===== src/design/dda_pkg.sv =====
// Shared types and constants for the DDA line rasterizer.
`default_nettype none

package dda_pkg;

    localparam int COORD_BITS  = 10;
    localparam int FRAC_BITS   = 16;
    localparam int ACC_BITS    = COORD_BITS + FRAC_BITS;
    localparam int SLOPE_BITS  = FRAC_BITS + 2;
    localparam int QUO_BITS    = FRAC_BITS + 1;
    localparam int CNT_BITS    = $clog2(QUO_BITS);
    localparam int QUEUE_DEPTH = 2;
    localparam int QPTR_BITS   = $clog2(QUEUE_DEPTH);
    localparam int QCNT_BITS   = $clog2(QUEUE_DEPTH + 1);

    localparam logic ACT_START = 1'b0;
    localparam logic ACT_STEP  = 1'b1;

    typedef logic [COORD_BITS-1:0] coord_t;

    typedef struct packed {
        logic   action;
        coord_t x_start;
        coord_t y_start;
        coord_t x_end;
        coord_t y_end;
    } item_t;

    typedef struct packed {
        coord_t point_x;
        coord_t point_y;
        logic   last;
    } point_t;

    typedef struct packed {
        logic   start;
        coord_t mdiff;
        coord_t span;
    } div_req_t;

    typedef struct packed {
        logic                done;
        logic [QUO_BITS-1:0] quo;
    } div_rsp_t;

    typedef enum logic {
        BK_IDLE,
        BK_DIV
    } back_state_t;

endpackage

`default_nettype wire


===== src/design/dda_line_rasterizer.sv =====
// Top level of the DDA line rasterizer: front queue, slope divider and back end.
//
//  channel   handshake                 payload   direction
//  item      item_valid / item_stall   item_t    into block
//  point     point_valid / point_stall point_t   out of block
//
// A step transaction on an active line yields one point; steps run one per cycle
// unless the output stalls or a division runs. A start transaction holds the back end
// in BK_DIV while the one-bit-per-cycle slope divider runs; a degenerate start skips it.
// A two-entry queue lets the front keep accepting while the back end divides or stalls.
// Reset clears all control state; no clearing pass is needed.
`default_nettype none

module dda_line_rasterizer (
    input  wire logic            clk,
    input  wire logic            rst_n,
    input  wire logic            item_valid,
    output logic                 item_stall,
    input  wire dda_pkg::item_t  item,
    output logic                 point_valid,
    input  wire logic            point_stall,
    output dda_pkg::point_t      point
);
    import dda_pkg::*;

    logic     head_valid;
    item_t    head;
    logic     head_pop;
    div_req_t div_req;
    div_rsp_t div_rsp;

    dda_front u_front (
        .clk        (clk),
        .rst_n      (rst_n),
        .item_valid (item_valid),
        .item_stall (item_stall),
        .item       (item),
        .head_valid (head_valid),
        .head       (head),
        .head_pop   (head_pop)
    );

    dda_div u_div (
        .clk   (clk),
        .rst_n (rst_n),
        .req   (div_req),
        .rsp   (div_rsp)
    );

    dda_back u_back (
        .clk         (clk),
        .rst_n       (rst_n),
        .head_valid  (head_valid),
        .head        (head),
        .head_pop    (head_pop),
        .div_req     (div_req),
        .div_rsp     (div_rsp),
        .point_valid (point_valid),
        .point_stall (point_stall),
        .point       (point)
    );

endmodule

`default_nettype wire


===== src/design/dda_front.sv =====
// Front end: accepts transactions into a short queue ahead of the back end.
`default_nettype none

module dda_front (
    input  wire logic          clk,
    input  wire logic          rst_n,
    input  wire logic          item_valid,
    output logic               item_stall,
    input  wire dda_pkg::item_t item,
    output logic               head_valid,
    output dda_pkg::item_t     head,
    input  wire logic          head_pop
);
    import dda_pkg::*;

    item_t                entry_reg [QUEUE_DEPTH];
    logic [QPTR_BITS-1:0] wr_ptr_reg, wr_ptr_next;
    logic [QPTR_BITS-1:0] rd_ptr_reg, rd_ptr_next;
    logic [QCNT_BITS-1:0] count_reg, count_next;
    logic                 push;
    logic                 pop;

    assign item_stall = (count_reg == QCNT_BITS'(QUEUE_DEPTH));
    assign head_valid = (count_reg != '0);
    assign head       = entry_reg[rd_ptr_reg];
    assign push       = item_valid && !item_stall;
    assign pop        = head_pop && head_valid;

    always_comb
    begin
        wr_ptr_next = push ? wr_ptr_reg + 1'b1 : wr_ptr_reg;
        rd_ptr_next = pop ? rd_ptr_reg + 1'b1 : rd_ptr_reg;
        count_next  = count_reg;
        if (push && !pop)
        begin
            count_next = count_reg + 1'b1;
        end
        else if (pop && !push)
        begin
            count_next = count_reg - 1'b1;
        end
    end

    always_ff @(posedge clk or negedge rst_n)
    begin
        if (!rst_n)
        begin
            wr_ptr_reg <= '0;
            rd_ptr_reg <= '0;
            count_reg  <= '0;
        end
        else
        begin
            wr_ptr_reg <= wr_ptr_next;
            rd_ptr_reg <= rd_ptr_next;
            count_reg  <= count_next;
        end
    end

    always_ff @(posedge clk)
    begin
        if (push)
        begin
            entry_reg[wr_ptr_reg] <= item;
        end
    end

    a_count_bound: assert property (@(posedge clk) disable iff (!rst_n)
        count_reg <= QCNT_BITS'(QUEUE_DEPTH))
        else $error("queue count above depth");

endmodule

`default_nettype wire


===== src/design/dda_div.sv =====
// Restoring divider producing the fixed-point slope one quotient bit per cycle.
`default_nettype none

module dda_div (
    input  wire logic              clk,
    input  wire logic              rst_n,
    input  wire dda_pkg::div_req_t req,
    output dda_pkg::div_rsp_t      rsp
);
    import dda_pkg::*;

    logic                busy_reg, busy_next;
    logic                done_reg, done_next;
    logic [CNT_BITS-1:0] cnt_reg, cnt_next;
    logic [COORD_BITS:0] rem_reg, rem_next;
    logic [QUO_BITS-1:0] quo_reg, quo_next;
    coord_t              span_reg, span_next;
    logic [COORD_BITS:0] trial;
    logic                fits;

    always_comb
    begin
        trial = (cnt_reg == CNT_BITS'(QUO_BITS - 1)) ? rem_reg
                                                     : {rem_reg[COORD_BITS-1:0], 1'b0};
        fits  = (trial >= {1'b0, span_reg});
    end

    always_comb
    begin
        busy_next = busy_reg;
        done_next = 1'b0;
        cnt_next  = cnt_reg;
        rem_next  = rem_reg;
        quo_next  = quo_reg;
        span_next = span_reg;
        if (req.start)
        begin
            busy_next = 1'b1;
            cnt_next  = CNT_BITS'(QUO_BITS - 1);
            rem_next  = {1'b0, req.mdiff};
            quo_next  = '0;
            span_next = req.span;
        end
        else if (busy_reg)
        begin
            rem_next = fits ? trial - {1'b0, span_reg} : trial;
            quo_next = {quo_reg[QUO_BITS-2:0], fits};
            cnt_next = cnt_reg - 1'b1;
            if (cnt_reg == '0)
            begin
                busy_next = 1'b0;
                done_next = 1'b1;
            end
        end
    end

    always_ff @(posedge clk or negedge rst_n)
    begin
        if (!rst_n)
        begin
            busy_reg <= 1'b0;
            done_reg <= 1'b0;
            cnt_reg  <= '0;
        end
        else
        begin
            busy_reg <= busy_next;
            done_reg <= done_next;
            cnt_reg  <= cnt_next;
        end
    end

    always_ff @(posedge clk)
    begin
        rem_reg  <= rem_next;
        quo_reg  <= quo_next;
        span_reg <= span_next;
    end

    assign rsp.done = done_reg;
    assign rsp.quo  = quo_reg;

    a_done_after_busy: assert property (@(posedge clk) disable iff (!rst_n)
        done_reg |-> ($past(busy_reg) && !busy_reg))
        else $error("divider done without a running division");

    a_quo_bound: assert property (@(posedge clk) disable iff (!rst_n)
        done_reg |-> (quo_reg <= (QUO_BITS'(1) << FRAC_BITS)))
        else $error("slope magnitude above one");

endmodule

`default_nettype wire


===== src/design/dda_back.sv =====
// Back end: line setup, slope division control, point stepping and output register.
`default_nettype none

module dda_back (
    input  wire logic              clk,
    input  wire logic              rst_n,
    input  wire logic              head_valid,
    input  wire dda_pkg::item_t    head,
    output logic                   head_pop,
    output dda_pkg::div_req_t      div_req,
    input  wire dda_pkg::div_rsp_t div_rsp,
    output logic                   point_valid,
    input  wire logic              point_stall,
    output dda_pkg::point_t        point
);
    import dda_pkg::*;

    back_state_t                 state_reg, state_next;
    coord_t                      major_reg, major_next;
    logic [ACC_BITS-1:0]         acc_reg, acc_next;
    logic signed [SLOPE_BITS-1:0] slope_reg, slope_next;
    coord_t                      steps_reg, steps_next;
    logic                        swapped_reg, swapped_next;
    logic                        down_reg, down_next;
    logic                        active_reg, active_next;
    logic                        out_valid_reg, out_valid_next;
    point_t                      out_reg, out_next;

    coord_t                      dx, dy, a1r, b1r, a2r, b2r, a1, b1, a2, b2;
    coord_t                      span, mdiff;
    logic                        swap, rev, down;
    logic                        is_start, is_step, out_free;
    logic                        pop_start, pop_step, emit;
    coord_t                      major_adv, minor;
    logic [ACC_BITS-1:0]         acc_adv;
    logic [SLOPE_BITS-1:0]       quo_ext;

    always_comb
    begin
        dx   = (head.x_start > head.x_end) ? head.x_start - head.x_end
                                           : head.x_end - head.x_start;
        dy   = (head.y_start > head.y_end) ? head.y_start - head.y_end
                                           : head.y_end - head.y_start;
        swap = (dx < dy);
        a1r  = swap ? head.y_start : head.x_start;
        b1r  = swap ? head.x_start : head.y_start;
        a2r  = swap ? head.y_end   : head.x_end;
        b2r  = swap ? head.x_end   : head.y_end;
        rev  = (a2r < a1r);
        a1   = rev ? a2r : a1r;
        b1   = rev ? b2r : b1r;
        a2   = rev ? a1r : a2r;
        b2   = rev ? b1r : b2r;
        span = a2 - a1;
        down = (b2 < b1);
        mdiff = down ? b1 - b2 : b2 - b1;
    end

    always_comb
    begin
        major_adv = major_reg + 1'b1;
        acc_adv   = acc_reg + {{(ACC_BITS - SLOPE_BITS){slope_reg[SLOPE_BITS-1]}}, slope_reg};
        minor     = acc_adv[ACC_BITS-1:FRAC_BITS];
        quo_ext   = {1'b0, div_rsp.quo};
    end

    assign is_start = head_valid && (head.action == ACT_START);
    assign is_step  = head_valid && (head.action == ACT_STEP);
    assign out_free = !out_valid_reg || !point_stall;

    // next state
    always_comb
    begin
        state_next = state_reg;
        unique case (state_reg)
            BK_IDLE:
            begin
                if (is_start && (span != '0))
                begin
                    state_next = BK_DIV;
                end
            end
            BK_DIV:
            begin
                if (div_rsp.done)
                begin
                    state_next = BK_IDLE;
                end
            end
            default:
            begin
                state_next = BK_IDLE;
            end
        endcase
    end

    // state outputs
    always_comb
    begin
        pop_start = 1'b0;
        pop_step  = 1'b0;
        unique case (state_reg)
            BK_IDLE:
            begin
                pop_start = is_start;
                pop_step  = is_step && out_free;
            end
            BK_DIV:
            begin
                pop_start = 1'b0;
                pop_step  = 1'b0;
            end
            default:
            begin
                pop_start = 1'b0;
                pop_step  = 1'b0;
            end
        endcase
    end

    assign head_pop      = pop_start || pop_step;
    assign emit          = pop_step && active_reg;
    assign div_req.start = pop_start && (span != '0);
    assign div_req.mdiff = mdiff;
    assign div_req.span  = span;

    always_comb
    begin
        major_next     = major_reg;
        acc_next       = acc_reg;
        slope_next     = slope_reg;
        steps_next     = steps_reg;
        swapped_next   = swapped_reg;
        down_next      = down_reg;
        active_next    = active_reg;
        out_next       = out_reg;
        out_valid_next = out_valid_reg && point_stall;
        if (pop_start)
        begin
            major_next   = a1;
            acc_next     = {b1, 1'b1, {(FRAC_BITS - 1){1'b0}}};
            steps_next   = span;
            swapped_next = swap;
            down_next    = down;
            active_next  = 1'b0;
        end
        else if (state_reg == BK_DIV && div_rsp.done)
        begin
            slope_next  = down_reg ? -$signed(quo_ext) : $signed(quo_ext);
            active_next = 1'b1;
        end
        else if (emit)
        begin
            major_next       = major_adv;
            acc_next         = acc_adv;
            steps_next       = steps_reg - 1'b1;
            active_next      = (steps_reg != coord_t'(1));
            out_valid_next   = 1'b1;
            out_next.point_x = swapped_reg ? minor : major_adv;
            out_next.point_y = swapped_reg ? major_adv : minor;
            out_next.last    = (steps_reg == coord_t'(1));
        end
    end

    always_ff @(posedge clk or negedge rst_n)
    begin
        if (!rst_n)
        begin
            state_reg     <= BK_IDLE;
            major_reg     <= '0;
            acc_reg       <= '0;
            slope_reg     <= '0;
            steps_reg     <= '0;
            swapped_reg   <= 1'b0;
            down_reg      <= 1'b0;
            active_reg    <= 1'b0;
            out_valid_reg <= 1'b0;
        end
        else
        begin
            state_reg     <= state_next;
            major_reg     <= major_next;
            acc_reg       <= acc_next;
            slope_reg     <= slope_next;
            steps_reg     <= steps_next;
            swapped_reg   <= swapped_next;
            down_reg      <= down_next;
            active_reg    <= active_next;
            out_valid_reg <= out_valid_next;
        end
    end

    always_ff @(posedge clk)
    begin
        out_reg <= out_next;
    end

    assign point_valid = out_valid_reg;
    assign point       = out_reg;

    a_active_has_steps: assert property (@(posedge clk) disable iff (!rst_n)
        active_reg |-> (steps_reg != '0))
        else $error("active line with no steps left");

    a_div_inactive: assert property (@(posedge clk) disable iff (!rst_n)
        (state_reg == BK_DIV) |-> !active_reg)
        else $error("line active during slope division");

    a_done_in_div: assert property (@(posedge clk) disable iff (!rst_n)
        div_rsp.done |-> (state_reg == BK_DIV))
        else $error("slope result outside division state");

endmodule

`default_nettype wire


===== config.mk =====
export PLATFORM = sky130hd
export DESIGN_NAME = dda_line_rasterizer
export DESIGN_NICKNAME = d
export VERILOG_FILES = /design/src/design/dda_pkg.sv /design/src/design/dda_line_rasterizer.sv /design/src/design/dda_front.sv /design/src/design/dda_div.sv /design/src/design/dda_back.sv
export SDC_FILE = /design/constraint.sdc
export NUM_CORES = 1
export LEC_CHECK = 0
export ABC_AREA = 1
export CAP_MARGIN = 5
export CORE_ASPECT_RATIO = 0.9
export CORE_MARGIN = 2
export CORE_UTILIZATION = 40
export DETAILED_ROUTE_END_ITERATION = 8
export DONT_BUFFER_PORTS = 1
export MAX_ROUTING_LAYER = met4
export PLACE_DENSITY = 0.57
export SYNTH_ARGS = -nofsm -noshare
export SYNTH_HDL_FRONTEND = slang
export SYNTH_SLANG_ARGS = --single-unit

===== constraint.sdc =====
create_clock -name clk -period 9.6 [get_ports clk]
set_clock_uncertainty 0.05 [all_clocks]
set_input_delay 0.96 -clock clk [delete_from_list [all_inputs] [get_ports clk]]
set_output_delay 0.96 -clock clk [all_outputs]
set_load 0.01 [all_outputs]

==> results of run 1 <==
per-stage QoR:
stage,instances,utilization [%],TNS (ns),cell area [µm²],hold WS (ns)
global route,2366,45.0,-0.0670,16800,0.0313
detailed placement,2304,42.3,-0.0344,15800,0.425
floorplan,1846,-,0,15200,0.365
CTS,2350,44.5,0,16600,0.0160
finish,2366,45.0,0,16800,0.0577
global placement,2304,42.3,0,15800,0.419
Yosys cell counts, types with 6 or more instances:
master	n
xor2_1	60
nor2_4	20
o21ai_0	218
inv_1	229
inv_2	7
o21ai_1	11
edfxtp_1	123
nor3_1	21
fa_1	8
o21bai_1	8
nand3_1	69
o211ai_1	17
dfrtp_1	80
nand4_1	21
clkbuf_1	42
nand2_1	433
o21ai_2	6
or2_2	34
nor2_1	77
nand2_2	7
xnor2_1	16
a21oi_1	86
ha_1	116
or2_1	6
o31ai_1	7
nand3_2	6
o221ai_1	20
mux2i_1	9
dfxtp_1	18
final timing paths:
| path | end | slack (ns) | cells after the start |
|---|---|---|---|
| min in group clk | u_back.acc_reg[13] | 0.44 | 2 |
| hold / removal | u_back.acc_reg[23] | 0.06 | 0 |
| setup reg to reg | u_div.rem_reg[7] | 0.64 | 44 |
| max in group asynchronous | u_back.down_reg | 9.28 | 0 |
| setup / recovery | u_div.rem_reg[7] | 0.64 | 44 |
| hold reg to reg | u_back.acc_reg[13] | 0.44 | 2 |
critical path, delay by kind of cell, from the launching register on:
kind | cells | cell delay (ns)
compound gates | 20 | 4.09
xor+xnor | 2 | 0.29
fa+ha+maj | 5 | 1.63
buf+inv | 5 | 0.68
flops | 1 | 0.41
simple gates | 12 | 1.50
kinds of logic (layout without fill, tap and decap cells):
family                     Yosys count  after routing  share of synthesized area [%]
AOI/OAI and AO/OA                  404            404                           15.1
xor gates and xnor gates            77             77                           4.50
adders and majority gates          124            124                           10.6
buffers and inverters              298            332                           7.82
DFF                                221            221                           39.9
muxes                               11             11                          0.743
other                                0              1                              0
and+or+nand+nor                    711            713                           21.3
what timing repair did:
action / 4_1_cts / 5_1_grt
gates resized for setup: 5 / 31
buffers inserted: 0 / 12
gates cloned: 0 / 3
setup endpoints to repair: 2 / 57
hold buffers: 0 / 0
pin swaps: 0 / 7
final cells by class:
cell class	instances	area (µm²)	area share (%)
multi-input combinational	1329	8040	47.9
inverter	242	916	5.45
antenna	1	2.50	0.0149
sequential	221	6060	36.1
tap	483	604	3.60
clock inverter	11	67.6	0.402
timing repair buffer	44	385	2.29
clock buffer	35	723	4.31
per-layer routing:
layer,part of all wire [%],vias to the layer above,track usage (%)
li1,-,6230,-
met1,47,5718,27.5
met2,46,254,33.1
met3,4.4,70,3.13
met4,3.3,0,6.24
met5,0,-,-
==> reports/results.tsv, run 1 <==
stage	metric	value	unit
yosys	Syn Nets	2015	
flow_run	max-cap viol count	0	
cts	root cell of the clock tree	clkbuf_16	
global_route	Tot GR Track Use	20.8	%
setup_path	CP required	9.84	ns
route	DRC	0	
setup_path	Worst path max stage delay	0.71	ns
yosys	top cell type by total area after synthesis	edfxtp_1	
timing	Setup WS post-layout	0.641	ns
yosys	area of the mapped netlist	0.0152	mm²
yosys	flops & latches, synth	221	
yosys	share of the synthesized area in the top cell type	24.4	%
setup_path	Arrival @ worst endpoint	9.20	ns
global_route	number of antenna violations at the first check in global routing	1	
global_route	first-pass GRT wire length	63400	µm
yosys	sequential cell area fraction in the yosys report	39.9	%
cts	CTS sink cnt	221	
floorplanning	die area	0.0395	mm²
floorplanning	Die Wd	209	µm
route	Routed wire per std cell	17.0	µm
route	Total Wirelength	40300	µm
setup_path	WS Path Type	reg2reg	
setup_path	type of origin of the critical path	flop	
placed_design	Port Buf Inserts	0	
placed_design	post-DP HPWL	30700	µm
timing	Tmin final	8.96	ns
placed_design	dpl ws	-0.0344	ns
setup_path	Worst Setup End Kind	flop	
floorplanning	core area	0.0373	mm²
floorplanning	initial core utilization	40.7	%
route	Pre-antenna DRT Iters	5	
timing	Worst Max-Slew Pin Slew	1.02	ns
floorplanning	# IOs	68	
floorplanning	Die Height	189	µm
status	status	complete, no violations	
yosys	Async S/R FF share, synth	36.2	%
timing	Slew Limit Headroom	32.1	%
floorplanning	# rows	67	
route	Routed Antenna Nets	0	
route	drt via density	5.19	
yosys	post-synth cell types	63	
timing	# setup viols final	0	
cts	Clock transition at path regs	0.06	ns
final_layout	number of flip-flops in the largest register	82	
timing	final cycle utilization of the critical path	93.3	%
cts	H-tree depth	1	
timing	Fin. Hold Viols	0	
global_route	grt total ovfl	0	
final_layout	layout cells sized above 1	10.4	%
cts	clk_lat worst skew	0.55	ns
yosys	syn_area_per_cell	8.21	µm²
cts	Num CTS Buffers	25	
yosys	number of synthesized flops with an enable pin	123	
final_layout	area delta synth->final	10.7	%
setup_path	Crit. Startpoint	u_front.rd_ptr_reg	
cts	Clock Path Buffers	3	
yosys	top cells by area, synth	edfxtp_1 24%, dfrtp_1 13%, nand2_1 11%, ha_1 9.6%, o21ai_0 7.2%	
yosys	Post-synth top flop	edfxtp_1	
global_route	largest net degree at the start of global routing	81	
yosys	Ys Warns	0	
placed_design	Final GP Congestion	0.952	
setup_path	Slowest cell on crit path	o21ai_0	
final_layout	fillers	3619	
final_layout	most common cell after layout, fill and taps aside	nand2_1	
route	DRT iter0 DRCs	729	
cts	CTS tree	built	
final_layout	Nets	2032	
timing	fin. max-slew vios	0	
setup_path	launching point of the worst reg2reg path	u_front.rd_ptr_reg	
global_route	vias in the first global route	11800	
route	Via Count	12300	
final_layout	commonest cells after routing, fill and taps aside	432 x nand2_1, 229 x inv_1, 200 x o21ai_0	
worst_hold_path	HP Class	in2async	
yosys	Syn Inst Count	1846	
timing	maximum clock rate	112	MHz
setup_path	Crit Path Max Fanout	21	
Power of run 1 is left out: the tool's default activity adds up to more than one toggle a clock period on the data nets, which glitch-free logic cannot reach.
==> inputs of run 2 (changes only) <==
==> constraint.sdc (replaced) <==
create_clock -name clk -period 7.35 [get_ports clk]
set_clock_uncertainty 0.05 [all_clocks]
set_input_delay 0.735 -clock clk [delete_from_list [all_inputs] [get_ports clk]]
set_output_delay 0.735 -clock clk [all_outputs]
set_load 0.01 [all_outputs]
==> run 2 against run 1 <==
Critical path type unchanged. Maximum frequency is 11% higher. Wire length is 7.3% higher. Worst setup slack worse by 1.4 ns. Non-clock buffer count is 263 higher. Global-route usage is 1.3 points higher. Cell count is 11% higher. Core utilization is 7.8 points higher. Final area is 17% higher. Sequential share of layout area is 5.3 points lower. Sequential cell count stayed put. Hold slack worse by 0.022 ns. Via count is 9.7% higher. The run now ends with negative setup slack left.
==> reports/results.tsv, run 2 (synthesized netlist as in run 1, its figures left out) <==
stage	metric	value	unit	change
status	status	finished, violations left		
status	failing checks	negative setup slack		
setup_path	Arrival @ worst endpoint	8.33	ns	-0.87 ns
global_route	first-pass GRT wire length	67600	µm	+6.6%
cts	root cell of the clock tree	clkbuf_16		
timing	RSZ-0062 raised after global routing	yes		
global_route	Tot GR Track Use	22.0	%	+1.3 points
route	Total Wirelength	43200	µm	+7.3%
timing	Fin. Hold Viols	0		unchanged
setup_path	Crit Path Max Fanout	8		-62%
flow_run	max-cap viol count	0		unchanged
global_route	vias in the first global route	12900		+9.6%
timing	fin. max-slew vios	0		unchanged
floorplanning	Die Height	189	µm	unchanged
placed_design	Placed Area	0.0178	mm²	+13%
setup_path	Worst path max stage delay	0.41	ns	-0.30 ns
placed_design	Final GP Congestion	0.948		-0.38%
final_layout	most common cell after layout, fill and taps aside	nand2_1		
route	drt via density	5.11		-1.4%
final_layout	commonest cells after routing, fill and taps aside	408 x nand2_1, 279 x buf_4, 215 x inv_1		
timing	Slew Limit Headroom	31.0	%	-1.1 points
timing	maximum clock rate	124	MHz	+11%
final_layout	number of flip-flops in the largest register	82		unchanged
floorplanning	core area	0.0373	mm²	unchanged
setup_path	Worst Setup End Kind	flop		
final_layout	Finished Cell Area	0.0197	mm²	+17%
cts	H-tree depth	1		unchanged
placed_design	post-DP HPWL	32400	µm	+5.6%
final_layout	layout cells sized above 1	26.4	%	+16 points
cts	Num CTS Buffers	26		+4.0%
timing	Setup WS post-layout	-0.710	ns	-1.35 ns
timing	final cycle utilization of the critical path	110	%	+16 points
worst_hold_path	HP Class	in2async		
final_layout	Nets	2296		+13%
final_layout	area delta synth->final	29.9	%	
global_route	grt total ovfl	0		unchanged
route	Routed wire per std cell	16.4	µm	-3.5%
floorplanning	die area	0.0395	mm²	unchanged
route	Via Count	13500		+9.7%
cts	clk_lat worst skew	0.56	ns	about the same
route	Pre-antenna DRT Iters	7		+2
timing	Sum Neg Setup Slack	-19.58	ns	-19.58 ns
timing	# setup viols final	57		+57
global_route	largest net degree at the start of global routing	81		unchanged
route	Routed Antenna Nets	0		unchanged
final_layout	sequential standard cell area	0.00606	mm²	unchanged
setup_path	type of origin of the critical path	flop		
final_layout	fillers	3397		-6.1%
floorplanning	# rows	67		unchanged
floorplanning	# IOs	68		unchanged
floorplanning	initial core utilization	40.7	%	unchanged
cts	CTS sink cnt	221		unchanged
timing	Worst Max-Slew Pin Slew	1.03	ns	+0.0167 ns
global_route	number of antenna violations at the first check in global routing	1		unchanged
cts	CTS tree	built		
placed_design	Port Buf Inserts	0		unchanged
setup_path	Slowest cell on crit path	dfrtp_2		
cts	Clock transition at path regs	0.06	ns	about the same
setup_path	WS Path Type	reg2reg		
timing	Tmin final	8.06	ns	-0.899 ns
setup_path	CP required	7.62	ns	-2.22 ns
cts	Clock Path Buffers	3		unchanged
route	DRC	0		unchanged
final_layout	multi-input logic area	0.00859	mm²	+6.9%
route	DRT iter0 DRCs	859		+18%
floorplanning	Die Wd	209	µm	unchanged
run 2: worst max-delay path: cells and delay by family (launching register included):
family | cells | cell delay (ns)
AOI/OAI and AO/OA | 18 | 2.64
DFF | 1 | 0.41
xor gates and xnor gates | 2 | 0.35
and+or+nand+nor | 13 | 1.56
buffers and inverters | 12 | 1.31
adders and majority gates | 5 | 1.45
run 2: final cells by class:
cell class | count | area share, %
antenna | 2 | 0.0254
clock buffer | 34 | 3.51
clock inverter | 14 | 0.985
inverter | 242 | 4.78
multi-input combinational | 1328 | 43.6
sequential | 221 | 30.8
tap | 483 | 3.07
timing repair buffer | 307 | 13.2
timing repair inverter | 1 | 0.0572
run 2: timing repair:
action                                  4_1_cts  5_1_grt
hold endpoints to repair                     80        0
gates cloned                                  1        8
hold buffers                                  1        0
gates resized for setup                      19      117
pin swaps                                    10       65
endpoints found under the setup margin       58       69
buffers inserted                             11       31
run 2: metal layers:
metal	wire, µm	global-route usage, %	share of wire (%)
met5	0	-	0
met2	19500	35.0	45
met4	1060	5.05	2.4
met3	2090	3.45	4.8
met1	20600	29.7	48
run 2: through the flow:
step / util [%] / hold slack [ns] / cells / setup slack [ns]
global placement: 47.7 / 0.390 / 2530 / -0.583
floorplan: - / 0.365 / 1846 / -0.628
global route: 52.8 / 0.0521 / 2632 / -1.14
detailed placement: 47.7 / 0.393 / 2530 / -0.873
finish: 52.8 / 0.0354 / 2632 / -0.710
CTS: 50.6 / 0.0334 / 2591 / -0.624
run 2: final timing paths:
| path | start | end | slack, ns | depth (start not counted) |
|---|---|---|---|---|
| min in group clk | item[23] | u_front.entry_reg[1][23] | 0.21 | 0 |
| min | rst_n | u_back.active_reg | 0.04 | 1 |
| max in group asynchronous | rst_n | u_front.rd_ptr_reg | 6.88 | 1 |
| min reg2reg | u_div.done_reg | u_back.state_reg | 0.41 | 1 |
| max | u_front.rd_ptr_reg | u_div.rem_reg[8] | -0.71 | 50 |
| max reg2reg | u_front.rd_ptr_reg | u_div.rem_reg[8] | -0.71 | 50 |
Power of run 2 is left out for the same reason.
==> inputs of run 3 (changes only) <==
--- a/config.mk
+++ b/config.mk
@@ -14,6 +14,7 @@
 export DONT_BUFFER_PORTS = 1
 export MAX_ROUTING_LAYER = met4
 export PLACE_DENSITY = 0.57
+export REMOVE_ABC_BUFFERS = 1
 export SYNTH_ARGS = -nofsm -noshare
 export SYNTH_HDL_FRONTEND = slang
 export SYNTH_SLANG_ARGS = --single-unit
==> run 3 against run 2 <==
The run still ends with negative setup slack left. Wire length rose by 3.5%. Final area up 8.0%. Cell count up 2.7%. Worst setup slack gained 0.043 ns. First-iteration DRC count is 11% higher. Clock-buffer cell count shrank 2. Non-clock buffer count increased by 77. Critical endpoint is now u_div.rem_reg[0]. Highest routed layer unchanged.
==> reports/results.tsv, run 3 (synthesized netlist as in run 1, its figures left out) <==
stage	metric	value	unit	change
status	status	finished, violations left		
status	failing checks	negative setup slack		
cts	CTS sink cnt	221		unchanged
setup_path	Worst R2R Setup Slack	-0.67	ns	+0.04 ns
timing	Hold Slack	0.0357	ns	+0.000308 ns
final_layout	Core Util, Final	57.0	%	+4.2 points
setup_path	CP dominant cell by count	buf_4		
cts	root cell of the clock tree	clkbuf_16		
timing	# setup viols final	59		+3.5%
timing	Setup WS post-layout	-0.667	ns	+0.0425 ns
route	Via Count	13800		+2.8%
cts	CTS tree	built		
floorplanning	initial core utilization	40.7	%	unchanged
final_layout	area delta synth->final	40.2	%	
cts	clk_lat worst skew	0.56	ns	about the same
placed_design	Final GP Congestion	0.933		-1.6%
timing	Slew Limit Headroom	31.0	%	+0.051 points
final_layout	most common cell after layout, fill and taps aside	nand2_1		
setup_path	R2R Path End	u_div.rem_reg[0]		
cts	Num CTS Buffers	26		unchanged
global_route	number of antenna violations at the first check in global routing	1		unchanged
route	Total Wirelength	44700	µm	+3.5%
floorplanning	Die Height	189	µm	unchanged
cts	Clock transition at path regs	0.06	ns	about the same
setup_path	R2R depth	56		+12%
timing	RSZ-0062 raised after global routing	yes		
setup_path	Critical Path Sink	u_div.rem_reg[0]		
placed_design	post-DP HPWL	31400	µm	-3.1%
final_layout	number of flip-flops in the largest register	82		unchanged
route	drt via density	5.12		+0.11%
final_layout	Nets	2372		+3.3%
floorplanning	die area	0.0395	mm²	unchanged
floorplanning	core area	0.0373	mm²	unchanged
setup_path	Slowest cell on crit path	fa_2		
setup_path	Worst path max stage delay	0.42	ns	about the same
placed_design	dpl ws	-1.24	ns	-0.364 ns
final_layout	Cell Count, Final, Fillers Out	2704		+2.7%
setup_path	Worst Setup End Kind	flop		
timing	Fin. Hold Viols	0		unchanged
setup_path	type of origin of the critical path	flop		
floorplanning	Die Wd	209	µm	unchanged
route	Pre-antenna DRT Iters	7		unchanged
final_layout	layout cells sized above 1	33.9	%	+7.5 points
placed_design	placed insts	2538		+0.32%
setup_path	Arrival @ worst endpoint	8.26	ns	-0.07 ns
route	Routed wire per std cell	16.5	µm	+0.73%
global_route	grt total ovfl	0		unchanged
cts	H-tree depth	1		unchanged
setup_path	WS Path Type	reg2reg		
final_layout	commonest cells after routing, fill and taps aside	356 x nand2_1, 318 x buf_4, 208 x inv_1		
timing	final cycle utilization of the critical path	109	%	-0.58 points
global_route	largest net degree at the start of global routing	81		unchanged
timing	Tmin final	8.02	ns	-0.0425 ns
flow_run	max-cap viol count	0		unchanged
placed_design	Port Buf Inserts	0		unchanged
global_route	Tot GR Track Use	22.7	%	+0.70 points
setup_path	Crit Path Max Fanout	12		+4
floorplanning	# IOs	68		unchanged
global_route	vias in the first global route	13700		+6.1%
global_route	first-pass GRT wire length	70400	µm	+4.1%
worst_hold_path	HP Class	in2async		
route	DRT iter0 DRCs	955		+11%
timing	Worst Max-Slew Pin Slew	1.03	ns	+0.000593 ns
cts	Clock Path Buffers	3		unchanged
setup_path	launching point of the worst reg2reg path	u_front.rd_ptr_reg		
floorplanning	# rows	67		unchanged
timing	fin. max-slew vios	0		unchanged
route	DRC	0		unchanged
setup_path	CP required	7.60	ns	-0.02 ns
timing	maximum clock rate	125	MHz	+0.53%
setup_path	Crit. Startpoint	u_front.rd_ptr_reg		
route	Routed Antenna Nets	0		unchanged
run 3: per-stage QoR:
step                setup TNS [ns]  cell area (µm²)
detailed placement          -49.22            17600
global route                -60.21            21300
floorplan                  -181.13            14900
CTS                         -28.12            20300
finish                      -33.18            21300
global placement            -34.51            17600
run 3: critical path, delay by kind of cell, from the launching register on:
| kind | cells | cell delay [ns] |
|---|---|---|
| buf+inv | 24 | 2.95 |
| xor+xnor | 1 | 0.22 |
| simple gates | 16 | 1.67 |
| fa+ha+maj | 2 | 0.71 |
| flops | 1 | 0.41 |
| compound gates | 13 | 1.73 |
run 3: metal layers:
layer / vias to the layer above / global-route usage (%) / share of wire [%]
li1: 6929 / - / -
met1: 6570 / 28.2 / 44
met2: 248 / 37.6 / 49
met3: 95 / 3.62 / 4.0
met4: 0 / 8.32 / 3.8
met5: - / - / 0
run 3: cell type report:
| type | count | area (µm²) |
|---|---|---|
| antenna | 1 | 2.50 |
| timing repair inverter | 1 | 16.3 |
| inverter | 242 | 945 |
| fill | 3198 | 16000 |
| tap | 483 | 604 |
| timing repair buffer | 384 | 3460 |
| clock buffer | 32 | 694 |
| clock inverter | 13 | 128 |
| sequential | 221 | 6060 |
| multi-input combinational | 1327 | 9360 |
run 3: worst min-delay path by stage:
stage | from | endpoint | depth (start not counted)
2_1_floorplan | u_div.done_reg | u_back.state_reg | 1
3_3_place_gp | u_div.done_reg | u_back.state_reg | 1
3_5_place_dp | rst_n | u_back.acc_reg[3] | 0
4_1_cts | rst_n | u_back.acc_reg[4] | 1
5_1_grt | rst_n | u_back.acc_reg[4] | 1
6_report | rst_n | u_back.acc_reg[4] | 1
run 3: timing repair:
action                     CTS  global route
hold endpoints to repair    80             0
buffers inserted            89            37
pin swaps                   73            72
cloned                      11             2
setup endpoints to repair   70            76
hold buffers                 1             0
resized for setup          277           188
Power of run 3 is left out for the same reason.
